<file path="config.mk">
export PLATFORM = sky130hd
export DESIGN_NAME = ogpu_axis_map
export DESIGN_NICKNAME = d
export VERILOG_FILES = /design/src/design/ogpu_pkg.sv /design/src/design/ogpu_axis_map.sv
export SDC_FILE = /design/constraint.sdc
export NUM_CORES = 1
export LEC_CHECK = 0
export ABC_AREA = 1
export BUFFER_PORTS_ARGS = -buffer_cell sky130_fd_sc_hd__buf_4
export CAP_MARGIN = 20
export CORE_MARGIN = 3
export CORE_UTILIZATION = 45
export DETAILED_ROUTE_END_ITERATION = 6
export PLACE_DENSITY = 0.88
export RECOVER_POWER = 50
export SETUP_SLACK_MARGIN = 0.02
export SYNTH_ARGS = -nofsm -noshare
export SYNTH_HDL_FRONTEND = slang
export SYNTH_SLANG_ARGS = --single-unit
</file>
<file path="constraint.sdc">
create_clock -name vclk -period 2
set_clock_uncertainty 0.2 [all_clocks]
set_input_delay 0.2 -clock vclk [all_inputs]
set_output_delay 0.2 -clock vclk [all_outputs]
set_load 0.01 [all_outputs]
</file>
<file path="src/design/ogpu_pkg.sv">
package ogpu_pkg;

   // grid geometry default
   localparam int GRID_SIDE_DEFAULT = 256;

   // register file
   localparam int CSR_AW = 2;
   localparam int CSR_DW = 16;
   localparam logic [CSR_AW-1:0] CSR_CELLS_PER_METRE = 2'd0;
   localparam logic [CSR_AW-1:0] CSR_HEIGHT_MIN      = 2'd1;
   localparam logic [CSR_AW-1:0] CSR_HEIGHT_MAX      = 2'd2;
   localparam logic [CSR_AW-1:0] CSR_HIT_THRESHOLD   = 2'd3;

   localparam logic [15:0]        CELLS_PER_METRE_RST = 16'd2560;
   localparam logic signed [15:0] HEIGHT_MIN_RST      = 16'sd0;
   localparam logic signed [15:0] HEIGHT_MAX_RST      = 16'sd512;
   localparam logic [6:0]         HIT_THRESHOLD_RST   = 7'd50;

   // cell values
   localparam logic signed [7:0] CELL_UNKNOWN   = -8'sd1;
   localparam logic signed [7:0] CELL_FIRST_HIT = 8'sd10;
   localparam logic signed [7:0] CELL_STEP      = 8'sd10;
   localparam logic signed [7:0] CELL_OCCUPIED  = 8'sd100;

   // request actions
   localparam logic ACTION_INSERT = 1'b0;
   localparam logic ACTION_READ   = 1'b1;

   typedef struct packed {
      logic               action;
      logic signed [15:0] x_pos;
      logic signed [15:0] y_pos;
      logic signed [15:0] z_pos;
      logic [15:0]        read_index;
   } req_item_type;

   typedef struct packed {
      logic              in_grid;
      logic [15:0]       cell_index;
      logic signed [7:0] cell_value;
   } rsp_item_type;

endpackage

</file>
<file path="src/design/ogpu_axis_map.sv">
module ogpu_axis_map #(
   parameter int GRID_SIDE = ogpu_pkg::GRID_SIDE_DEFAULT,
   parameter int CW        = $clog2(GRID_SIDE)
) (
   input  logic signed [32:0] prod,
   output logic               in_range,
   output logic [CW-1:0]      coord
);

   localparam int HALF = GRID_SIDE / 2;
   localparam logic signed [32:0] LIMIT = 33'(HALF * 65536);
   localparam logic [CW:0] HALF_C = HALF[CW:0];

   logic [32:0] mag;
   logic [CW:0] cmag;
   logic [CW:0] sum;

   // strict bounds check on the Q16.16 product
   assign in_range = (prod < LIMIT) && (prod > -LIMIT);

   // truncate toward zero, then offset by half the side
   always_comb begin
      mag  = prod[32] ? 33'(-prod) : 33'(prod);
      cmag = {1'b0, mag[CW+15:16]};
      if (prod[32]) begin
         sum = HALF_C - cmag;
      end else begin
         sum = HALF_C + cmag;
      end
      coord = sum[CW-1:0];
   end

endmodule

</file>
==> flow_metrics.env, run 1 <==
export IMPL_io_buffers=42
export IMPL_synth_top_area_cell="nand2_1"
export IMPL_die_w_um=46.30
export IMPL_yosys_cell_count_top_type="nand2_1"
export IMPL_syn_area_um2=730.7
export IMPL_synthAdderAreaFrac_pct=1.712
export IMPL_postCtsSetupBuffers=7
export IMPL_start_util_pct=51.64
export IMPL_place_ws_ps=-182.4
export IMPL_outcome="stopped before the end"
export IMPL_hold_buffers=0
export IMPL_synthMuxAreaShare_pct=0
export IMPL_rows=13
export IMPL_placed_cell_area_um2=1142
export IMPL_stop_stage="clock tree synthesis (4_1_cts)"
export IMPL_ys_warn_count=0
export IMPL_syn_inst=157
export IMPL_cts_resized=72
export IMPL_synth_area_top_cells="nand2_1 (27%), nor2_1 (17%), nand3_1 (13%)"
export IMPL_synthTopCellsByCount="nand2_1 (52), nor2_1 (33), nand3_1 (19), inv_1 (16), nand2_2 (8)"
export IMPL_placedCellCount=224
export IMPL_routabilityCongestion=0.8928
export IMPL_syn_num_nets=191
export IMPL_ys_seq_area_share_pct=0
export IMPL_synth_compound_area_share_pct=4.281
export IMPL_synthXorXnorAreaFrac_pct=4.795
export IMPL_syn_avg_cell_area_um2=4.654
export IMPL_pin_count=42
export IMPL_synthSimpleGateAreaFrac_pct=77.74
export IMPL_dp_hpwl_um=2113
export IMPL_synth_top_area_share_pct=26.71
export IMPL_error="[ERROR DPL-0038] Utilization greater than 100%, impossible to legalize"
export IMPL_die_h_um=46.30
export IMPL_synth_top_family_by_area="simple AND/OR/NAND/NOR gates"
export IMPL_synth_cell_type_count=20
==> cells by family after synthesis <==
group | Yosys count
simple gates | 128
buf+inv | 20
compound gates | 4
xor+xnor | 4
fa+ha+maj | 1
==> per-stage QoR <==
step / util (%) / hold slack, ps
after floorplan: - / 332.2
after global placement: 80.73 / 565.7
after detailed placement: 80.73 / 581.0
==> inputs of run 2 (changes only) <==
--- a/config.mk
+++ b/config.mk
@@ -8,12 +8,11 @@
 export ABC_AREA = 1
 export BUFFER_PORTS_ARGS = -buffer_cell sky130_fd_sc_hd__buf_4
 export CAP_MARGIN = 20
-export CORE_MARGIN = 3
-export CORE_UTILIZATION = 45
+export CORE_AREA = 3 3 64 66
 export DETAILED_ROUTE_END_ITERATION = 6
-export PLACE_DENSITY = 0.88
+export DIE_AREA = 0 0 67 69
+export PLACE_DENSITY_LB_ADDON = 0.15
 export RECOVER_POWER = 50
-export SETUP_SLACK_MARGIN = 0.02
 export SYNTH_ARGS = -nofsm -noshare
 export SYNTH_HDL_FRONTEND = slang
 export SYNTH_SLANG_ARGS = --single-unit
==> run 2 against run 1 <==
Effect of this change:
- the flow now finishes, with violations (setup timing)
- synthesized area unchanged
- synthesized cell count unchanged
==> flow_metrics.env, run 2 <==
export IMPL_hold_end="coord[7]"
export IMPL_required_ps=1600
export IMPL_routabilityCongestion=0.7697
export IMPL_start_util_pct=20.11
export IMPL_p_sw_uw=161.0
export IMPL_final_max_slew_viol_count=0
export IMPL_fmax_mhz=494.9
export IMPL_placedCellCount=265
export IMPL_crit_arrival_ps=1620
export IMPL_pin_count=42
export IMPL_tightest_slew_ps=256.2
export IMPL_firstDrtPassIters=4
export IMPL_gr_usage_met1_pct=18.26
export IMPL_crit_fanout=3
export IMPL_clockPowerShare_pct=0
export IMPL_die_area_um2=4623
export IMPL_syn_num_nets=191
export IMPL_pwr_density_cell_nw_per_um2=201.5
export IMPL_wl_per_cell_um=10.20
export IMPL_synth_top_area_share_pct=26.71
export IMPL_dp_hpwl_um=2205
export IMPL_drive_gt1_share_pct=62.11
export IMPL_io_buffers=42
export IMPL_power_frac_comb_pct=100.0
export IMPL_syn_area_um2=730.7
export IMPL_synthTopCellsByCount="nand2_1 (52), nor2_1 (33), nand3_1 (19), inv_1 (16), nand2_2 (8)"
export IMPL_syn_inst=157
export IMPL_top_usage_layer="met2"
export IMPL_rsz0062_at_grt="true"
export IMPL_leakage_nw=0.7961
export IMPL_switching_share_pct=47.74
export IMPL_drcViolationCount=0
export IMPL_min_path_cells=5
export IMPL_fin_nets=263
export IMPL_syn_avg_cell_area_um2=4.654
export IMPL_final_cell_mix="buf_4 (56), nand2_1 (38), nor2_4 (22)"
export IMPL_fin_ws_ps=-20.73
export IMPL_grt_use_met2_pct=21.94
export IMPL_mostFrequentLayoutCell="buf_4"
export IMPL_grt_pass1_wl_um=5037
export IMPL_synth_top_area_cell="nand2_1"
export IMPL_critPathCaptureType="output port"
export IMPL_final_cells=275
export IMPL_wl_um=2806
export IMPL_n_sequential_cell=0
export IMPL_synth_area_top_cells="nand2_1 (27%), nor2_1 (17%), nand3_1 (13%)"
export IMPL_hp_class="primary input to output port"
export IMPL_die_w_um=67
export IMPL_ys_seq_area_share_pct=0
export IMPL_startpoint_type="primary input"
export IMPL_final_seq_area_um2=0
export IMPL_p_int_uw=176.3
export IMPL_rows=22
export IMPL_n_clock_buffer=0
export IMPL_yosys_cell_count_top_type="nand2_1"
export IMPL_slowest_stage="buf_4"
export IMPL_max_stage_delay_ps=140
export IMPL_area_delta_synth_final_pct=129.1
export IMPL_coreArea_um2=3633
export IMPL_min_from="prod[23]"
export IMPL_place_ws_ps=-146.3
export IMPL_pwr_share_seq_pct=0
export IMPL_period_needed_ps=2021
export IMPL_crit_top_cell="buf_4"
export IMPL_grt_total_usage_pct=12.70
export IMPL_hold_buffers=0
export IMPL_ir_drop_v=0.00006739
export IMPL_viasPerCell=4.389
export IMPL_antenna_found_initial=0
export IMPL_synth_cell_type_count=20
export IMPL_finalSetupViolCount=4
export IMPL_via_count=1207
export IMPL_violations="setup timing"
export IMPL_ys_warn_count=0
export IMPL_outcome="finished with violations"
export IMPL_met3_usage_pct=0
export IMPL_overflow=0
export IMPL_first_global_vias=1193
export IMPL_grt_max_degree=18
export IMPL_slew_headroom_pct=82.79
export IMPL_drt_antenna_violating_nets=0
export IMPL_diodes=0
export IMPL_die_h_um=69
export IMPL_path_cells="buf_8 -> buf_4 -> nor2_2 -> nand2_1 -> nor2_2 -> nand3_2 -> buf_6 -> nand3_2 -> nand2_4 -> buf_4 -> buf_4 -> xor2_1 -> buf_4"
export IMPL_maxCapViolations=0
export IMPL_criticalPathCategory="primary input to output port"
export IMPL_drt_initial_drc_count=57
export IMPL_finalHoldViolations=0
export IMPL_period_share_pct=101.0
==> run 2: cell counts after synthesis <==
No cell type changed its count.
==> run 2: power by group through the flow <==
stage / Combinational [mW] / Sequential (mW) / Clock [mW]
finish: 0.337 / 0 / 0
global route: 0.373 / 0 / 0
CTS: 0.309 / 0 / 0
detailed placement: 0.254 / 0 / 0
global placement: 0.256 / 0 / 0
floorplan: 0.112 / 0 / 0
==> run 2: cell families after synthesis <==
group           count (synthesis)  synth area share, %
compound gates                  4                4.281
xor+xnor                        4                4.794
fa+ha+maj                       1                1.712
buf+inv                        20                11.47
simple gates                  128                77.74
==> run 2: what timing repair did <==
| item | CTS | global route |
|---|---|---|
| pin swaps | 45 | 32 |
| cloned | 0 | 0 |
| buffers inserted | 6 | 5 |
| setup endpoints to repair | 7 | 7 |
| resized for setup | 65 | 34 |
==> run 2: area by class of cell <==
cell class,count,area (µm²)
fillers,393,1959
well taps,48,60.06
multi-input cells,137,927.1
inverters,17,63.81
repair buffers,73,623.1
==> run 2: worst max path at each step <==
stage	from	to	slack [ps]	cells past startpoint
2_1_floorplan	prod[13]	coord[4]	70	13
3_3_place_gp	prod[5]	coord[4]	-190	15
3_5_place_dp	prod[2]	coord[4]	-150	15
4_1_cts	prod[1]	coord[4]	-20	15
5_1_grt	prod[8]	coord[4]	-160	15
6_report	prod[4]	coord[3]	-20	13
==> run 2: through the flow <==
step / util [%] / setup TNS, ps / total power, mW / area [µm²] / hold WS [ps]
finish: 46.07 / -31.03 / 0.3374 / 1674 / 572.0
global route: 46.07 / -895.3 / 0.3730 / 1674 / 622.4
CTS: 41.56 / -59.78 / 0.3089 / 1510 / 577.4
detailed placement: 34.23 / -568.4 / 0.2541 / 1244 / 586.0
global placement: 34.23 / -865.4 / 0.2556 / 1244 / 587.9
floorplan: - / 0 / 0.1122 / 730.7 / 332.2
==> run 2: metal layers <==
metal / part of all wire (%) / up-vias
li1: - / 632
met1: 44 / 552
met2: 53 / 21
met3: 2.2 / 2
met4: 0.57 / 0
met5: 0 / -
==> run 2: critical path, delay by kind of cell <==
family | cells | cell delay (ps)
buffers and inverters | 6 | 770
AND/OR/NAND/NOR | 6 | 510
XOR/XNOR | 1 | 130
Note: power is estimated with default switching activity, not from simulation.
